## config.mk

```make
export PLATFORM = sky130hd
export DESIGN_NAME = lla_rule_unit
export DESIGN_NICKNAME = d
export VERILOG_FILES = /design/src/rtl/core/lla_pkg.sv /design/src/rtl/core/lla_rule_unit.sv
export SDC_FILE = /design/constraint.sdc
export NUM_CORES = 1
export LEC_CHECK = 0
export ABC_AREA = 1
export CORE_ASPECT_RATIO = 0.75
export CORE_MARGIN = 2
export CORE_UTILIZATION = 30
export DETAILED_ROUTE_END_ITERATION = 10
export DONT_BUFFER_PORTS = 1
export SYNTH_ARGS = -nofsm -noshare
export SYNTH_HDL_FRONTEND = slang
export SYNTH_SLANG_ARGS = --single-unit
```

## constraint.sdc

```tcl
create_clock -name vclk -period 3.5
set_input_delay 0.35 -clock vclk [all_inputs]
set_output_delay 0.35 -clock vclk [all_outputs]
set_load 0.1 [all_outputs]
```

## src/rtl/core/lla_pkg.sv

```systemverilog
`timescale 1ns / 1ps

package lla_pkg;

	// Grid size; the row index field stays six bits wide.
	localparam int GRID_ROWS = 64;
	localparam int GRID_COLS = 64;

	localparam int ROW_IDX_W = 6;
	localparam int COL_IDX_W = 6;
	localparam int RULE_W    = 9;
	localparam int CFG_IDX_W = 1;

	localparam int STEP_W    = (GRID_ROWS > 1) ? $clog2(GRID_ROWS) : 1;
	localparam int CMP_W     = (STEP_W > ROW_IDX_W) ? STEP_W : ROW_IDX_W;
	localparam int COL_SEL_W = $clog2(GRID_COLS);

	localparam logic [STEP_W-1:0] STEP_LAST = STEP_W'(GRID_ROWS - 1);

	localparam logic [RULE_W-1:0] BIRTH_RESET   = RULE_W'(8);
	localparam logic [RULE_W-1:0] SURVIVE_RESET = RULE_W'(12);

	localparam logic [CFG_IDX_W-1:0] REG_BIRTH   = CFG_IDX_W'(0);
	localparam logic [CFG_IDX_W-1:0] REG_SURVIVE = CFG_IDX_W'(1);

	typedef logic [GRID_COLS-1:0] row_t;
	typedef logic [RULE_W-1:0]    rule_t;

	typedef enum logic [1:0] {
		FUNC_WRITE   = 2'd0,
		FUNC_READ    = 2'd1,
		FUNC_ADVANCE = 2'd2
	} func_t;

endpackage

```

## src/rtl/core/lla_rule_unit.sv

```systemverilog
`timescale 1ns / 1ps

module lla_rule_unit
	import lla_pkg::*;
(
	input  row_t  above,
	input  row_t  here,
	input  row_t  below,
	input  rule_t birth_mask,
	input  rule_t survive_mask,
	output row_t  fresh
);

	// Zero padding on both sides makes the columns beyond the edge dead.
	logic [GRID_COLS+1:0] a_pad;
	logic [GRID_COLS+1:0] h_pad;
	logic [GRID_COLS+1:0] b_pad;

	assign a_pad = {1'b0, above, 1'b0};
	assign h_pad = {1'b0, here, 1'b0};
	assign b_pad = {1'b0, below, 1'b0};

	always_comb begin
		logic [3:0] n;
		rule_t      rule;
		fresh = '0;
		for (int c = 0; c < GRID_COLS; c++) begin
			n = 4'(a_pad[c]) + 4'(a_pad[c+1]) + 4'(a_pad[c+2])
			  + 4'(h_pad[c]) + 4'(h_pad[c+2])
			  + 4'(b_pad[c]) + 4'(b_pad[c+1]) + 4'(b_pad[c+2]);
			rule = here[c] ? survive_mask : birth_mask;
			fresh[c] = rule[n];
		end
	end

endmodule

```

==> results_dict.tcl, run 1 <==
set metrics [dict create \
    status "finished with violations" \
    violations "negative setup slack" \
    hp-start "here[38]" \
    area_growth_pct 18.40 \
    cp-end-kind "primary output" \
    core.rowCount 88 \
    cp_slowest_stage_delay_ns 0.56 \
    firstDrtPassIters 8 \
    tightest_slew_ns 0.9899 \
    cap_violations 0 \
    critical_path_class "primary input to primary output" \
    viasPerCell 5.044 \
    grt_pass1_wl_um 139200 \
    grt_pass1_vias 23330 \
    cp-startpoint "above[24]" \
    nets 4625 \
    crit_path_end "fresh[25]" \
    synth_top_area_frac 0.2183 \
    synth-seq-area-share 0 \
    design_area_sq_um 27360 \
    required_ns 3.15 \
    fmax_ghz 0.2628 \
    cp_cell_sequence "inv_1 -> buf_4 -> fa_1 -> fa_1 -> fa_1 -> inv_1 -> ha_2 -> inv_1 -> fa_2 -> inv_2 -> nor3_2 -> nand4_1 -> nand2_4 -> buf_12" \
    min_period_ns 3.805 \
    final_util 0.3571 \
    finalHoldViolations 0 \
    rsz0062_at_grt "true" \
    die_h_um 244.4 \
    grt_usage 0.2214 \
    fillCellCount 8234 \
    gp_congestion 0.8999 \
    maxSlewViolCount 0 \
    antenna_found_initial 4 \
    io_pins 274 \
    seq_cells 0 \
    hpwl_um 66370 \
    synth_area_leaders "fa_1 (22%), nand2_1 (22%), nand3_1 (16%)" \
    dp_slack_ns -0.5092 \
    synth_cells 3931 \
    synth.distinct_cells 25 \
    synth_area_leader_cell "fa_1" \
    holdWs_ns 1.148 \
    fp.dieArea_sq_um 79300 \
    start_kind "primary input" \
    drtAntennaViolNets 0 \
    multi_input_comb_area_sq_um 20360 \
    fp.coreArea_sq_um 76630 \
    io_buffers 0 \
    seq_area_sq_um 0 \
    n_clock_buffer 0 \
    path_max_fanout 3 \
    die_w_um 324.5 \
    drive_gt1_frac 0.1701 \
    cp_slowest_cell "fa_2" \
    relSlewSlack 0.3401 \
    vias 25260 \
    min_period_over_period 1.087 \
    setup_viol 61 \
    hp-class "primary input to primary output" \
    synthesis.area_sq_um 23110 \
    synth_area_per_cell_sq_um 5.879 \
    routed_wl_um 90920 \
    syn-num-nets 4581 \
    crit_arrival_ns 3.46 \
    placed_area_sq_um 26470 \
    grt_max_degree 65 \
    initial_core_util 0.3016 \
    yosysWarnings 0 \
    gr-total-overflow 0 \
    drt_iter0_drc 2551 \
    wl_per_cell_um 18.15 \
    setup_slack_ns -0.3053 \
    drc 0 \
]
==> cells in the mapped netlist <==
cell type / n
nand3_1: 737
xnor2_1: 54
a21oi_1: 21
o21ai_1: 6
nor3_1: 62
buf_12: 4
o211ai_1: 52
nand2_2: 32
a21o_1: 54
nor2_1: 5
buf_2: 88
nand3b_1: 42
inv_1: 706
nand2_1: 1327
nand4_1: 57
buf_4: 11
clkbuf_1: 53
inv_4: 3
ha_1: 188
buf_6: 23
fa_1: 252
clkinv_1: 59
xor2_1: 8
inv_2: 14
o21ai_0: 73
==> cells by family (layout without fill, tap and decap cells) <==
group / count (synthesis) / count (layout) / share of synthesized area
AO/OA/AOI/OAI: 206 / 206 / 0.05609
XOR/XNOR: 62 / 62 / 0.02350
adder cells (fa/ha/maj): 440 / 440 / 0.3201
buffers and inverters: 961 / 1003 / 0.1732
other: 0 / 1 / 0
AND/OR/NAND/NOR: 2262 / 2262 / 0.4271
==> cell usage in the layout (no fill, tap or decap), types with 2 or more instances in the layout <==
cell        count
o211ai_1       52
xnor2_2         6
fa_2           21
ha_1          151
inv_2          93
buf_4         147
ha_4            7
nand3b_1       42
xnor2_1        48
buf_12         70
a21o_1         54
nor3_1          7
clkinv_4       10
nand2_1      1224
inv_4           3
clkinv_1        2
a21oi_1        21
nand4_1        57
ha_2           30
nor3_2         55
o21ai_1         6
inv_1         600
o21ai_0        73
fa_1          231
nand2_8         5
nand2_4        56
clkinvlp_4     27
nand3_2        20
nand3_1       717
clkinv_2       46
buf_6           4
nand2_2        74
nor2_1          5
xor2_1          7
==> per-stage QoR <==
stage / cells / setup TNS [ns]
after floorplan: 3931 / -2.275
final: 5009 / -12.18
after CTS: 5004 / -13.36
after global routing: 5008 / -20.67
after global placement: 5001 / -13.09
after detailed placement: 5001 / -14.18
==> cell type report <==
| cell class | count | share of cell area |
|---|---|---|
| diodes | 1 | 0.00009145 |
| inverters | 782 | 0.1155 |
| well taps | 1035 | 0.04733 |
| multi-input cells | 2970 | 0.7439 |
| repair buffers | 221 | 0.09319 |
==> layer usage <==
metal  up-vias  track usage  part of all wire  routed length [um]
li1      12400            -                 -                   -
met1     11650       0.3213              0.46               41390
met2      1097       0.3509              0.44               39560
met3       120      0.03415             0.092                8367
met4         0      0.03214             0.018                1608
met5         -            0                 0                   0
==> worst max-delay path: cells and delay by family <==
| kind | cells | cell delay, ns |
|---|---|---|
| fa+ha+maj | 5 | 2.14 |
| buf+inv | 6 | 0.57 |
| simple gates | 3 | 0.41 |
==> timing repair <==
| item | CTS | global route |
|---|---|---|
| pin swaps | 53 | 74 |
| gates cloned | 0 | 0 |
| gates resized for setup | 113 | 181 |
| hold buffers | 0 | 0 |
| setup buffers | 3 | 4 |
| endpoints found under the setup margin | 61 | 61 |
==> how the worst min path moves through the flow <==
stage	end	cells past startpoint
2_1_floorplan	fresh[22]	4
3_3_place_gp	fresh[41]	6
3_5_place_dp	fresh[58]	6
4_1_cts	fresh[58]	6
5_1_grt	fresh[22]	4
6_report	fresh[38]	5
==> run 2: changes to the inputs <==
--- a/config.mk
+++ b/config.mk
@@ -5,7 +5,6 @@
 export SDC_FILE = /design/constraint.sdc
 export NUM_CORES = 1
 export LEC_CHECK = 0
-export ABC_AREA = 1
 export CORE_ASPECT_RATIO = 0.75
 export CORE_MARGIN = 2
 export CORE_UTILIZATION = 30
==> run 2 against run 1 <==
The run still ends with negative setup slack left. Sequential cell count did not move. Die area fell by 9.4%. Clock-buffer cell count did not move. Via count fell by 37%. Worst setup slack got worse by 0.51 ns. First-iteration DRC count fell by 56%. Critical path type unchanged. Critical endpoint is now fresh[48]. Largest cell class unchanged.
==> results_dict.tcl, run 2 <==
set metrics [dict create \
    status "finished with violations" \
    violations "negative setup slack" \
    io_pins 274 \
    cp-startpoint "above[47]" \
    gr-total-overflow 0 \
    maxSlewViolCount 0 \
    die_h_um 232.6 \
    hp-class "primary input to primary output" \
    fp.coreArea_sq_um 68750 \
    synth_top_area_frac 0.2768 \
    hpwl_um 49250 \
    tightest_slew_ns 0.8476 \
    worst-path-stages 13 \
    die_w_um 308.9 \
    syn-num-nets 2637 \
    cp_slowest_stage_delay_ns 0.57 \
    critical_path_class "primary input to primary output" \
    routed_wl_um 72630 \
    gp_congestion 0.8623 \
    fmax_ghz 0.2315 \
    seq_area_sq_um 0 \
    hold_depth 4 \
    grt_pass1_vias 17590 \
    nets 2602 \
    hp-start "above[34]" \
    drc 0 \
    required_ns 3.15 \
    min_period_ns 4.320 \
    setup_viol 62 \
    final_common_cell "inv_1" \
    crit_arrival_ns 3.97 \
    vias 15830 \
    ir_drop_v 0.0004507 \
    synth_area_leaders "mux4_2 (28%), fa_1 (24%), ha_1 (11%)" \
    drtAntennaViolNets 0 \
    cp_top_family "adder cells" \
    holdWs_ns 1.226 \
    setup_slack_ns -0.8202 \
    io_buffers 0 \
    synth_area_per_cell_sq_um 10.52 \
    hold_buffers 0 \
    fillCellCount 6830 \
    synth_area_leader_cell "mux4_2" \
    finalSetupTns_ns -24.07 \
    synth-seq-area-share 0 \
    drt_iter0_drc 1131 \
    layout_common_cells "inv_1 (444), mux4_2 (257), fa_1 (189), ha_1 (148), buf_4 (143)" \
    initial_core_util 0.3042 \
    seq_cells 0 \
    min_period_over_period 1.234 \
    leakage_nw 10.62 \
    finalHoldViolations 0 \
    n_clock_buffer 0 \
    core.rowCount 83 \
    cp-end-kind "primary output" \
    fp.dieArea_sq_um 71850 \
    synth_cells 1987 \
    cp_cell_sequence "inv_1 -> fa_1 -> fa_1 -> fa_1 -> inv_1 -> ha_2 -> inv_1 -> fa_2 -> mux4_2 -> mux2_2 -> o21ai_2 -> o311ai_4 -> buf_12" \
    grt_pass1_wl_um 109200 \
    synth.most_common_cell "inv_1" \
    powerDensity_nw_per_um2 565.7 \
    cap_violations 0 \
    cp_num_buf_inv 4 \
    path_max_fanout 3 \
    firstDrtPassIters 5 \
    relSlewSlack 0.4328 \
    synth_commonest_cells "inv_1 (564), mux4_2 (257), fa_1 (252), ha_1 (188), clkbuf_1 (103)" \
    grt_max_degree 65 \
    antenna_found_initial 6 \
    drive_gt1_frac 0.4349 \
    grt_usage 0.2017 \
    wl_per_cell_um 25.16 \
    start_kind "primary input" \
    area_growth_pct 14.65 \
    yosysWarnings 0 \
    synthesis.area_sq_um 20910 \
    cp_slowest_cell "fa_1" \
    viasPerCell 5.485 \
    rsz0062_at_grt "true" \
    final_util 0.3487 \
    synth.distinct_cells 30 \
]
run 2: cell count changes after synthesis, moves of 54 or more:
cell,change
mux4_2,+257
nand4_1,-57
xnor2_1,-54
inv_1,-142
nor3_1,-62
o21ai_0,-68
nand3_1,-695
nand2_1,-1226
clkinv_1,-59
mux4_1,+57
run 2: kinds of logic (layout without fill, tap and decap cells):
family / count (synthesis) / count (layout) / share of synthesized area
mux: 386 / 386 / 0.3859
other cells: 0 / 2 / 0
compound gates: 136 / 136 / 0.04356
xor+xnor: 60 / 60 / 0.02513
buf+inv: 749 / 712 / 0.1465
fa+ha+maj: 440 / 440 / 0.3538
simple gates: 216 / 216 / 0.04512
run 2: final cells by class:
type	count	area, sq um	share of cell area
Multi-Input combinational cell	1238	19390	0.8090
Inverter	564	2238	0.09337
Timing Repair Buffer	148	1165	0.04859
Tap cell	935	1170	0.04880
Antenna cell	2	5.005	0.0002088
run 2: timing repair:
| item | CTS | global route |
|---|---|---|
| resized for setup | 101 | 70 |
| pin swaps | 61 | 25 |
| buffers inserted | 1 | 0 |
| cloned | 0 | 0 |
| endpoints found under the setup margin | 62 | 62 |
run 2: through the flow:
stage	instances	instance area (sq um)	power, mW	setup slack, ns
finish	2887	23970	13.56	-0.8202
detailed placement	2884	23240	13.25	-0.8289
global route	2885	23970	14.46	-0.9249
floorplan	1987	22430	11.54	-0.7641
CTS	2885	23800	13.51	-0.8288
global placement	2884	23240	12.83	-0.8240
run 2: worst paths after layout:
path | endpoint
hold / removal | fresh[33]
setup / recovery | fresh[48]
run 2: per-layer routing:
metal | global-route usage | routed length, um
met2 | 0.3405 | 34630
met1 | 0.2563 | 28790
met3 | 0.05957 | 7364
met4 | 0.04126 | 1777
met5 | 0 | 64
run 2: power by group:
part | internal, mW | switching [mW]
clock network | 0.0000000771 | 0
logic | 5.11 | 8.45
registers | 0 | 0
Note: power is estimated with default switching activity, not from simulation.
