## config.mk

```make
export PLATFORM = sky130hd
export DESIGN_NAME = lla_row_cell
export DESIGN_NICKNAME = d
export VERILOG_FILES = /design/src/rtl/core/lla_pkg.sv /design/src/rtl/core/lla_row_cell.sv
export SDC_FILE = /design/constraint.sdc
export NUM_CORES = 1
export LEC_CHECK = 0
export ABC_CLOCK_PERIOD_IN_PS = 1040
export BUFFER_PORTS_ARGS = -buffer_cell sky130_fd_sc_hd__buf_2
export CORE_MARGIN = 2
export CORE_UTILIZATION = 49
export CTS_CLUSTER_SIZE = 40
export DETAILED_ROUTE_END_ITERATION = 16
export PLACE_DENSITY = 0.88
export SKIP_CTS_REPAIR_TIMING = 1
export SYNTH_ARGS = -nofsm -noshare
export SYNTH_HDL_FRONTEND = slang
export SYNTH_SLANG_ARGS = --single-unit
export TNS_END_PERCENT = 30
```

## constraint.sdc

```tcl
create_clock -name clk -period 1.04 [get_ports clk]
set_input_delay 0.052 -clock clk [delete_from_list [all_inputs] [get_ports clk]]
set_output_delay 0.052 -clock clk [all_outputs]
set_load 0.05 [all_outputs]
```

## src/rtl/core/lla_pkg.sv

```systemverilog
`timescale 1ns / 1ps

package lla_pkg;

	// Grid size; the row index field stays six bits wide.
	localparam int GRID_ROWS = 64;
	localparam int GRID_COLS = 64;

	localparam int ROW_IDX_W = 6;
	localparam int COL_IDX_W = 6;
	localparam int RULE_W    = 9;
	localparam int CFG_IDX_W = 1;

	localparam int STEP_W    = (GRID_ROWS > 1) ? $clog2(GRID_ROWS) : 1;
	localparam int CMP_W     = (STEP_W > ROW_IDX_W) ? STEP_W : ROW_IDX_W;
	localparam int COL_SEL_W = $clog2(GRID_COLS);

	localparam logic [STEP_W-1:0] STEP_LAST = STEP_W'(GRID_ROWS - 1);

	localparam logic [RULE_W-1:0] BIRTH_RESET   = RULE_W'(8);
	localparam logic [RULE_W-1:0] SURVIVE_RESET = RULE_W'(12);

	localparam logic [CFG_IDX_W-1:0] REG_BIRTH   = CFG_IDX_W'(0);
	localparam logic [CFG_IDX_W-1:0] REG_SURVIVE = CFG_IDX_W'(1);

	typedef logic [GRID_COLS-1:0] row_t;
	typedef logic [RULE_W-1:0]    rule_t;

	typedef enum logic [1:0] {
		FUNC_WRITE   = 2'd0,
		FUNC_READ    = 2'd1,
		FUNC_ADVANCE = 2'd2
	} func_t;

endpackage

```

## src/rtl/core/lla_row_cell.sv

```systemverilog
`timescale 1ns / 1ps

module lla_row_cell
	import lla_pkg::*;
(
	input  logic clk,
	input  logic arst_n,
	input  logic shift,
	input  row_t d,
	output row_t q
);

	row_t row_q;

	always_ff @(posedge clk or negedge arst_n) begin
		if (!arst_n) begin
			row_q <= '0;
		end else if (shift) begin
			row_q <= d;
		end
	end

	assign q = row_q;

endmodule

```

==> results of run 1 <==
cell families (layout without fill, tap and decap cells):
kind of cell / after synthesis / count (layout) / synth area share [%]
mux: 64 / 64 / 35.3
flops: 64 / 64 / 59.8
buf+inv: 7 / 216 / 4.90
metrics by stage:
step	area [um2]	power (mW)
finish	4300	7.40
floorplan	2680	4.31
CTS	3580	7.14
global placement	3360	4.77
detailed placement	3360	4.81
global route	4300	7.66
area by class of cell:
class,count,area (um2)
Timing Repair Buffer,200,1440
Fill cell,259,908
Multi-Input combinational cell,64,946
Sequential cell,64,1600
Clock buffer,10,138
Clock inverter,6,82.6
Tap cell,70,87.6
power groups by stage:
| stage | registers, mW | logic [mW] | clock network, mW |
|---|---|---|---|
| 5_1_grt | 2.93 | 2.22 | 2.51 |
| 2_1_floorplan | 3.80 | 0.507 | 0 |
| 4_1_cts | 2.89 | 1.89 | 2.36 |
| 3_3_place_gp | 2.91 | 1.85 | 0 |
| 3_5_place_dp | 2.92 | 1.89 | 0 |
| 6_report | 2.90 | 2.15 | 2.35 |
routing by layer:
| metal | global-route usage (%) | up-vias |
|---|---|---|
| li1 | - | 878 |
| met1 | 22.7 | 1017 |
| met2 | 32.2 | 104 |
| met3 | 4.19 | 29 |
| met4 | 8.95 | 0 |
| met5 | 0 | - |
worst max path at each step:
| stage | from | endpoint | slack, ns | cells after the start |
|---|---|---|---|---|
| final | q[16] | q[16] | -0.01 | 1 |
| after global routing | q[16] | q[16] | -0.04 | 1 |
| after CTS | q[58] | q[58] | 0.008 | 1 |
| after detailed placement | shift | q[37] | 0.14 | 3 |
| after global placement | shift | q[47] | 0.16 | 3 |
| after floorplan | q[10] | q[10] | 0.05 | 1 |
synthesized netlist by cell type:
cell and number:
sky130_fd_sc_hd__buf_12 6, sky130_fd_sc_hd__mux2_2 4, sky130_fd_sc_hd__dfrtp_1 64, sky130_fd_sc_hd__buf_6 1, sky130_fd_sc_hd__mux2_4 60
==> Implementation_results.wiki, run 1 <==
{| class="wikitable"
! Metric !! Value
|-
| Clock buffer count from CTS || 9
|-
| Wire per inst || 17.9 um
|-
| Number of violations of the max-capacitance limit || 0
|-
| Hold path cells || 2
|-
| Via-to-Cell Ratio || 4.90
|-
| Worst-case clock buffer depth || 2
|-
| Post-route DRC violation count || 0
|-
| Top fanout value on the critical path || 2
|-
| Number of instances in the placed design || 333
|-
| Global-route wire length before repair || 8780 um
|-
| Kind of cell adding the most delay to the critical path || flip-flops
|-
| Met3 wire len || 426 um
|-
| Iteration-0 DRC count of the detailed router || 86
|-
| Type of origin of the critical path || register
|-
| Switching power || 2.41 mW
|-
| Count of clock tree sinks || 64
|-
| Final count of negative-setup-slack endpoints || 2
|-
| Class of the tightest hold or removal check || in2reg
|-
| Kind of end point of the critical path || output port
|-
| Gr ovfl total || 0
|-
| DP HPWL || 3980 um
|-
| Worst-path cell with the longest stage delay || sky130_fd_sc_hd__dfrtp_1
|-
| Violated checks || negative setup slack
|-
| DR top layer || met4
|-
| Part of the cycle the worst path needs || 101%
|-
| Transition at the pin with the smallest max-transition slack || 0.329 ns
|-
| Final critical-path setup slack || -0.0147 ns
|-
| Netlist area before placement || 0.00268 mm2
|-
| Post-synthesis cell type count || 5
|-
| Critical path required time || 0.99 ns
|-
| Most common cell after layout, fill and taps aside || sky130_fd_sc_hd__buf_2
|-
| Max Transition Viols Final || 0
|-
| Clock network power share || 31.7%
|-
| Sequential fraction of design power || 39.2%
|-
| IO Port Bufs || 130
|-
| Leakage Power || 2.21 nW
|-
| Synth Warn # || 0
|-
| Final Wtd Congestion || 0.733
|-
| Synthesized flop and latch total || 64
|-
| All-layer global routing usage || 18.9%
|-
| Mean instance size in the synthesized netlist || 19.8 um2
|-
| TritonCTS clock tree || yes
|-
| Number of global-route vias before repair || 1832
|-
| Final WL || 7420 um
|-
| Aggregate negative setup slack || -0.0170 ns
|-
| Full die area || 0.00607 mm2
|-
| Clock skew after layout || 0 ns
|-
| Buffering stage count on the worst path with inverters included || 1
|-
| Worst-case headroom to the max-slew limit || 78.0%
|-
| Delay of the slowest cell on the worst path || 0.38 ns
|-
| Clk Tree Root Cell || sky130_fd_sc_hd__clkbuf_8
|-
| DP Worst Slack || 0.137 ns
|-
| Setup slack on the worst flop-to-flop path || 0.23 ns
|-
| Final design utilization || 82.5%
|-
| Flip-flop count of the largest register after layout || 64
|-
| Sequential fraction of the synthesis area || 59.8%
|-
| Clock period minus worst slack || 1.05 ns
|-
| Largest cells by area after synthesis || sky130_fd_sc_hd__dfrtp_1, sky130_fd_sc_hd__mux2_4, sky130_fd_sc_hd__buf_12, sky130_fd_sc_hd__mux2_2, sky130_fd_sc_hd__buf_6
|-
| Origin of the worst min-delay path || shift
|-
| Share of Yosys cell area claimed by the top area cell type || 59.8%
|-
| Largest net degree at the start of global routing || 65
|-
| Peak VDD IR || 0.964 mV
|-
| Cells on worst reg2reg path || 1
|-
| Total power divided by cell area || 1720 mW/mm2
|-
| Chip width || 77.9 um
|-
| Post-synth net total || 202
|-
| Overall die height || 77.9 um
|-
| Length of routed wiring on met1 || 2750 um
|-
| Diode count || 0
|-
| Endpoint of the worst hold path || q[59]
|-
| Endpoint of the most critical register-to-register path || q[58]
|-
| Starting density of the core || 51.5%
|-
| Initial antenna violation count || 0
|-
| Fraction of final layout cells with drive strength greater than 1 || 62.5%
|-
| Gate count after technology mapping || 135
|-
| Crit Path Category || reg2out
|-
| Internal cell power || 4.99 mW
|-
| Maximum level of the CTS H-tree || 3
|-
| Most frequent cells in the layout || sky130_fd_sc_hd__buf_2, sky130_fd_sc_hd__dlygate4sd3_1, sky130_fd_sc_hd__dfrtp_1
|-
| ANT nets after route || 0
|-
| Ordered cell list for the critical path || buf_2
|-
| Arrival time at the worst endpoint || 1.00 ns
|-
| Clk Latency, worst-skew pair || 0.33 ns
|-
| Worst hold margin || 0.0769 ns
|-
| Number of detailed-routing iterations run before antenna repair || 4
|-
| Standard-cell row count || 26
|-
| Clock-pin slew reported for the worst setup and hold paths after clock tree synthesis || 0.07 ns
|-
| Placeable core region || 0.00520 mm2
|-
| Outcome || complete, but fails checks
|-
| Combinational share of power || 29.0%
|-
| Sw Share || 32.5%
|-
| Hold Vio Cnt, Final || 0
|-
| Non-Filler Instances || 414
|-
| Final nets || 406
|-
| Reg2reg start || q[58]
|-
| Area growth from synthesis to layout || 60.4%
|-
| Post-synthesis cell type with the largest combined area || sky130_fd_sc_hd__dfrtp_1
|-
| Boundary Pins || 131
|-
| Routed length on met2 || 3960 um
|-
| Fmax || 0.948 GHz
|-
| Via total after detailed routing || 2028
|}
Note: power is estimated with default switching activity, not from simulation.
==> inputs of run 2 (changes only) <==
--- a/config.mk
+++ b/config.mk
@@ -5,13 +5,14 @@
 export SDC_FILE = /design/constraint.sdc
 export NUM_CORES = 1
 export LEC_CHECK = 0
+export ABC_AREA = 1
 export ABC_CLOCK_PERIOD_IN_PS = 1040
 export BUFFER_PORTS_ARGS = -buffer_cell sky130_fd_sc_hd__buf_2
 export CORE_MARGIN = 2
-export CORE_UTILIZATION = 49
+export CORE_UTILIZATION = 48
 export CTS_CLUSTER_SIZE = 40
 export DETAILED_ROUTE_END_ITERATION = 16
-export PLACE_DENSITY = 0.88
+export PLACE_DENSITY = 0.89
 export SKIP_CTS_REPAIR_TIMING = 1
 export SYNTH_ARGS = -nofsm -noshare
 export SYNTH_HDL_FRONTEND = slang
==> Implementation_results.wiki, run 2 <==
{| class="wikitable"
! Metric !! Value
|-
| Final Power || 6.30 mW (-15%)
|-
| Non-Filler Instances || 537 (+30%)
|-
| Hold Vio Cnt, Final || 0 (unchanged)
|-
| Buffering stage count on the worst path with inverters included || 1 (unchanged)
|-
| TritonCTS clock tree || yes
|-
| Synthesized flop and latch total || 64 (unchanged)
|-
| Worst-case headroom to the max-slew limit || 78.5% (+0.43 points)
|-
| Placeable core region || 0.00482 mm2 (-7.5%)
|-
| M3 GR Usage || 5.03% (+0.84 points)
|-
| Delay of the slowest cell on the worst path || 0.38 ns (about the same)
|-
| Gate count after technology mapping || 270 (+100%)
|-
| Via-to-Cell Ratio || 4.66 (-4.9%)
|-
| Standard-cell row count || 25 (-3.8%)
|-
| Main flop type after synthesis || sky130_fd_sc_hd__dfrtp_1
|-
| Worst-case clock buffer depth || 2 (unchanged)
|-
| Full die area || 0.00568 mm2 (-6.4%)
|-
| Final WL || 7200 um (-2.9%)
|-
| Global-route wire length before repair || 8200 um (-6.7%)
|-
| Share of synthesized registers carrying an async set or reset || 100% (unchanged)
|-
| Boundary Pins || 131 (unchanged)
|-
| Post-synthesis cell type count || 6 (+1)
|-
| Worst-path cell with the longest stage delay || sky130_fd_sc_hd__dfrtp_1
|-
| Type of origin of the critical path || register
|-
| Largest cells by area after synthesis || sky130_fd_sc_hd__dfrtp_1, sky130_fd_sc_hd__nand2_1, sky130_fd_sc_hd__clkbuf_8, sky130_fd_sc_hd__buf_2, sky130_fd_sc_hd__buf_4
|-
| Transition at the pin with the smallest max-transition slack || 0.323 ns (-0.00646 ns)
|-
| Top fanout value on the critical path || 2 (unchanged)
|-
| Critical path required time || 0.99 ns (about the same)
|-
| Most frequent cells in the layout || sky130_fd_sc_hd__nand2_1, sky130_fd_sc_hd__buf_2, sky130_fd_sc_hd__dlygate4sd3_1
|-
| Maximum level of the CTS H-tree || 3 (unchanged)
|-
| DP HPWL || 3750 um (-5.7%)
|-
| Outcome || completed
|-
| Chip width || 75.4 um (-3.3%)
|-
| Peak-usage layer in the global routing report || met2
|-
| Part of the cycle the worst path needs || 98.6% (-2.8 points)
|-
| Clock buffer count from CTS || 9 (unchanged)
|-
| Total power divided by cell area || 1600 mW/mm2 (-7.0%)
|-
| Clock-pin slew reported for the worst setup and hold paths after clock tree synthesis || 0.07 ns (about the same)
|-
| Area growth from synthesis to layout || 61.0%
|-
| Kind of cell adding the most delay to the critical path || flip-flops
|-
| Final count of negative-setup-slack endpoints || 0 (-2)
|-
| Met2 Usage GRT || 32.1% (-0.078 points)
|-
| Largest net degree at the start of global routing || 65 (unchanged)
|-
| Fraction of final layout cells with drive strength greater than 1 || 31.1% (-31 points)
|-
| Max Transition Viols Final || 0 (unchanged)
|-
| Clk Latency, worst-skew pair || 0.31 ns (-0.02 ns)
|-
| All-layer global routing usage || 18.9% (+0.090 points)
|-
| Share of Yosys cell area claimed by the top area cell type || 65.5% (+5.7 points)
|-
| Post-route cell area || 0.00394 mm2 (-8.4%)
|-
| Clock skew after layout || 0 ns (unchanged)
|-
| Fill cell instance count of the final layout || 294 (+14%)
|-
| Final nets || 534 (+32%)
|-
| Top cells by count, synth || sky130_fd_sc_hd__nand2_1, sky130_fd_sc_hd__dfrtp_1, sky130_fd_sc_hd__buf_2, sky130_fd_sc_hd__clkbuf_8
|-
| Crit Path Category || reg2out
|-
| Number of instances in the placed design || 458 (+38%)
|-
| Kind of end point of the critical path || output port
|-
| Iteration-0 DRC count of the detailed router || 150 (+74%)
|-
| Synth Warn # || 0 (unchanged)
|-
| Gr ovfl total || 0 (unchanged)
|-
| Most used standard cell by instance count after synthesis || sky130_fd_sc_hd__nand2_1
|-
| Number of violations of the max-capacitance limit || 0 (unchanged)
|-
| Leakage Power || 2.25 nW (+2.1%)
|-
| Sequential fraction of the synthesis area || 65.5% (+5.7 points)
|-
| Overall die height || 75.4 um (-3.3%)
|-
| Diode count || 0 (unchanged)
|-
| Post-synthesis cell type with the largest combined area || sky130_fd_sc_hd__dfrtp_1
|-
| Mean instance size in the synthesized netlist || 9.06 um2 (-54%)
|-
| Number of flops mapped to enable cells by yosys || 0 (unchanged)
|-
| Netlist area before placement || 0.00245 mm2 (-8.7%)
|-
| Final Wtd Congestion || 0.811 (+11%)
|-
| Worst hold margin || 0.239 ns (+0.162 ns)
|-
| Peak VDD IR || 1.20 mV (+25%)
|-
| Fmax || 0.975 GHz (+2.9%)
|-
| Wire per inst || 13.4 um (-25%)
|-
| Placed cell areas || 0.00312 mm2 (-7.4%)
|-
| ANT nets after route || 0 (unchanged)
|-
| Clk Tree Root Cell || sky130_fd_sc_hd__clkbuf_8
|-
| Count of clock tree sinks || 64 (unchanged)
|-
| Clock period minus worst slack || 1.03 ns (-0.0295 ns)
|-
| Starting density of the core || 50.8% (-0.69 points)
|-
| Arrival time at the worst endpoint || 0.97 ns (-0.03 ns)
|-
| Number of global-route vias before repair || 1886 (+2.9%)
|-
| Ordered cell list for the critical path || buf_2
|-
| Most common cell after layout, fill and taps aside || sky130_fd_sc_hd__nand2_1
|-
| Via total after detailed routing || 2502 (+23%)
|-
| Number of detailed-routing iterations run before antenna repair || 4 (unchanged)
|-
| Class of the tightest hold or removal check || in2reg
|-
| M1 GR Usage || 23.6% (+0.93 points)
|-
| Flip-flop count of the largest register after layout || 64 (unchanged)
|-
| IO Port Bufs || 130 (unchanged)
|-
| Initial antenna violation count || 0 (unchanged)
|-
| Post-route DRC violation count || 0 (unchanged)
|-
| Post-synth net total || 337 (+67%)
|-
| Aggregate negative setup slack || 0 ns (+0.0170 ns)
|}
run 2: cell count changes after synthesis, sizes merged:
cell / previous run / this run
inv: 0 / 1
nand2: 0 / 192
clkbuf: 0 / 6
mux2: 64 / 0
run 2: final timing paths:
path	start	endpoint	slack, ns	cells past startpoint
max	q[12]	q[12]	0.01	1
min	shift	q[4]	0.24	5
max reg2reg	q[52]	q[52]	0.36	2
min reg2reg	q[49]	q[49]	0.47	2
max in group asynchronous	arst_n	q[31]	0.49	3
min in group asynchronous	arst_n	q[50]	0.28	3
run 2: logic make-up after synthesis:
| family | count (synthesis) | share of synthesized area [%] |
|---|---|---|
| DFF | 64 | 65.5 |
| buffers and inverters | 14 | 5.06 |
| and+or+nand+nor | 192 | 29.5 |
run 2: cell type report:
cell class / instances / area (um2) / share of cell area (%)
Sequential cell: 64 / 1600 / 40.7
Timing Repair Buffer: 199 / 1370 / 34.9
Multi-Input combinational cell: 192 / 721 / 18.3
Clock buffer: 13 / 149 / 3.78
Tap cell: 67 / 83.8 / 2.13
Clock inverter: 1 / 5.00 / 0.127
Inverter: 1 / 3.75 / 0.0953
run 2: power breakdown:
part	switching, mW	internal [mW]	total, mW
logic	1.23	0.526	1.75
registers	0.125	2.71	2.84
clock network	0.809	0.903	1.71
total	2.16	4.14	6.30
run 2: metrics by stage:
stage          setup slack [ns]  util (%)
2_1_floorplan             0.208         -
3_3_place_gp              0.341      64.7
3_5_place_dp              0.293      64.7
4_1_cts                  0.0251      67.9
5_1_grt                 -0.0104      81.7
6_report                 0.0147      81.7
run 2: layer usage:
layer | vias up | part of all wire (%) | wire (um)
li1 | 1195 | - | -
met1 | 1169 | 38 | 2770
met2 | 122 | 53 | 3820
met3 | 16 | 6.5 | 468
met4 | 0 | 2.0 | 144
met5 | - | 0 | 0
==> inputs of run 3 (changes only) <==
--- a/config.mk
+++ b/config.mk
@@ -6,13 +6,13 @@
 export NUM_CORES = 1
 export LEC_CHECK = 0
 export ABC_AREA = 1
-export ABC_CLOCK_PERIOD_IN_PS = 1040
+export ABC_CLOCK_PERIOD_IN_PS = 900
 export BUFFER_PORTS_ARGS = -buffer_cell sky130_fd_sc_hd__buf_2
-export CORE_MARGIN = 2
-export CORE_UTILIZATION = 48
+export CORE_MARGIN = 10
+export CORE_UTILIZATION = 40
 export CTS_CLUSTER_SIZE = 40
 export DETAILED_ROUTE_END_ITERATION = 16
-export PLACE_DENSITY = 0.89
+export PLACE_DENSITY = 0.79
 export SKIP_CTS_REPAIR_TIMING = 1
 export SYNTH_ARGS = -nofsm -noshare
 export SYNTH_HDL_FRONTEND = slang
==> constraint.sdc (replaced) <==
create_clock -name clk -period 0.9 [get_ports clk]
set_input_delay 0.045 -clock clk [delete_from_list [all_inputs] [get_ports clk]]
set_output_delay 0.045 -clock clk [all_outputs]
set_load 0.05 [all_outputs]
==> Implementation_results.wiki, run 3 (same netlist as run 2, synthesis figures left out) <==
{| class="wikitable"
! Metric !! Value
|-
| Gr ovfl total || 0 (unchanged)
|-
| ANT nets after route || 0 (unchanged)
|-
| IO Port Bufs || 130 (unchanged)
|-
| Initial antenna violation count || 1 (+1)
|-
| Clk Tree Root Cell || sky130_fd_sc_hd__clkbuf_8
|-
| Final Power || 8.07 mW (+28%)
|-
| Clock buffer count from CTS || 9 (unchanged)
|-
| Violated checks || negative setup slack
|-
| RSZ-0062 raised after global routing || yes
|-
| Via total after detailed routing || 2499 (-0.12%)
|-
| Number of violations of the max-capacitance limit || 0 (unchanged)
|-
| Clock-pin slew reported for the worst setup and hold paths after clock tree synthesis || 0.07 ns (about the same)
|-
| Number of global-route vias before repair || 2131 (+13%)
|-
| Full die area || 0.00964 mm2 (+70%)
|-
| Delay of the slowest cell on the worst path || 0.41 ns (+0.03 ns)
|-
| Boundary Pins || 131 (unchanged)
|-
| Outcome || complete, but fails checks
|-
| Top fanout value on the critical path || 2 (unchanged)
|-
| Part of the cycle the worst path needs || 105%
|-
| Final WL || 8780 um (+22%)
|-
| Buffering stage count on the worst path with inverters included || 1 (unchanged)
|-
| Hold Vio Cnt, Final || 0 (unchanged)
|-
| Clk Latency, worst-skew pair || 0.32 ns (about the same)
|-
| Starting density of the core || 41.3% (-9.5 points)
|-
| Final nets || 541 (+1.3%)
|-
| Maximum level of the CTS H-tree || 3 (unchanged)
|-
| Standard-cell row count || 28 (+12%)
|-
| Ordered cell list for the critical path || buf_6
|-
| Class of the tightest hold or removal check || in2reg
|-
| Worst-path cell with the longest stage delay || sky130_fd_sc_hd__dfrtp_1
|-
| Max Transition Viols Final || 0 (unchanged)
|-
| DP HPWL || 4630 um (+24%)
|-
| Global-route wire length before repair || 10400 um (+27%)
|-
| Number of detailed-routing iterations run before antenna repair || 4 (unchanged)
|-
| Count of clock tree sinks || 64 (unchanged)
|-
| Clock period minus worst slack || 0.945 ns
|-
| Placeable core region || 0.00592 mm2 (+23%)
|-
| Placed cell areas || 0.00313 mm2 (+0.48%)
|-
| Chip width || 98.2 um (+30%)
|-
| Wire per inst || 15.9 um (+18%)
|-
| Fmax || 1.06 GHz
|-
| Fraction of final layout cells with drive strength greater than 1 || 32.4% (+1.4 points)
|-
| Area growth from synthesis to layout || 81.2%
|-
| Transition at the pin with the smallest max-transition slack || 0.336 ns (+0.0131 ns)
|-
| Final Wtd Congestion || 0.750 (-7.5%)
|-
| Kind of end point of the critical path || output port
|-
| Flip-flop count of the largest register after layout || 64 (unchanged)
|-
| Post-route cell area || 0.00443 mm2 (+13%)
|-
| All-layer global routing usage || 13.1% (-5.9 points)
|-
| Kind of cell adding the most delay to the critical path || flip-flops
|-
| Clock skew after layout || 0 ns (unchanged)
|-
| TritonCTS clock tree || yes
|-
| Worst-case clock buffer depth || 2 (unchanged)
|-
| Critical path required time || 0.85 ns (-0.14 ns)
|-
| Most common cell after layout, fill and taps aside || sky130_fd_sc_hd__nand2_1
|-
| Most frequent cells in the layout || sky130_fd_sc_hd__nand2_1, sky130_fd_sc_hd__buf_2, sky130_fd_sc_hd__dlygate4sd3_1
|-
| Iteration-0 DRC count of the detailed router || 86 (-43%)
|-
| Crit Path Category || reg2out
|-
| Peak VDD IR || 1.15 mV (-4.6%)
|-
| Arrival time at the worst endpoint || 0.90 ns (-0.07 ns)
|-
| Final critical-path setup slack || -0.0451 ns (-0.0599 ns)
|-
| Post-route DRC violation count || 0 (unchanged)
|-
| Leakage Power || 2.42 nW (+7.3%)
|-
| Total power divided by cell area || 1820 mW/mm2 (+14%)
|-
| Worst-case headroom to the max-slew limit || 77.6% (-0.87 points)
|-
| Fill cell instance count of the final layout || 399 (+36%)
|-
| Via-to-Cell Ratio || 4.51 (-3.2%)
|-
| Type of origin of the critical path || register
|-
| Overall die height || 98.2 um (+30%)
|-
| Final count of negative-setup-slack endpoints || 62 (+62)
|-
| Largest net degree at the start of global routing || 65 (unchanged)
|}
[run 3: worst reg2reg max path: stages, from the launching register on]
cell and delay [ns]:
sky130_fd_sc_hd__dfrtp_1 0.40, sky130_fd_sc_hd__buf_4 0.14, sky130_fd_sc_hd__nand2_1 0.05, sky130_fd_sc_hd__nand2_1 0.06
[run 3: layout make-up]
type                       count  area, um2  area share (%)
tap                           75       93.8            2.12
antenna                        1       2.50          0.0565
multi-input combinational    192        721            16.3
clock inverter                 3       42.5           0.960
clock buffer                  12        145            3.27
timing repair buffer         206       1820            41.1
sequential                    64       1600            36.1
inverter                       1       3.75          0.0847
[run 3: final timing paths]
path | start | endpoint | slack (ns) | cells past startpoint
setup / recovery | q[54] | q[54] | -0.05 | 1
hold / removal | shift | q[3] | 0.20 | 4
setup reg to reg | q[21] | q[21] | 0.13 | 3
hold reg to reg | q[37] | q[37] | 0.49 | 2
max in group asynchronous | arst_n | q[48] | 0.36 | 3
min in group asynchronous | arst_n | q[25] | 0.26 | 3
[run 3: per-stage QoR]
step	setup TNS (ns)	utilization, %	std cells	hold slack [ns]	worst slack (ns)
global placement	0	52.9	465	0.0820	0.193
finish	-1.36	74.9	554	0.199	-0.0451
floorplan	0	-	270	-0.251	0.0675
global route	-3.96	74.9	554	0.209	-0.0853
detailed placement	0	52.9	465	0.0837	0.155
CTS	-6.52	56.0	480	-0.274	-0.124
[run 3: report_power, final]
part / internal (mW) / total (mW) / leakage, nW / switching (mW)
logic: 0.947 / 2.40 / 1.55 / 1.46
registers: 3.13 / 3.33 / 0.779 / 0.198
clock network: 1.34 / 2.34 / 0.0925 / 1.00
total: 5.42 / 8.07 / 2.42 / 2.66
[run 3: metal layers]
| layer | vias to the layer above | part of all wire, % | global-route usage (%) | routed length, um |
|---|---|---|---|---|
| met1 | 1165 | 37 | 15.2 | 3240 |
| met3 | 16 | 7.6 | 6.55 | 666 |
| li1 | 1214 | - | - | - |
| met2 | 104 | 53 | 20.2 | 4680 |
| met4 | 0 | 2.3 | 5.29 | 200 |
| met5 | - | 0 | 0 | 0 |
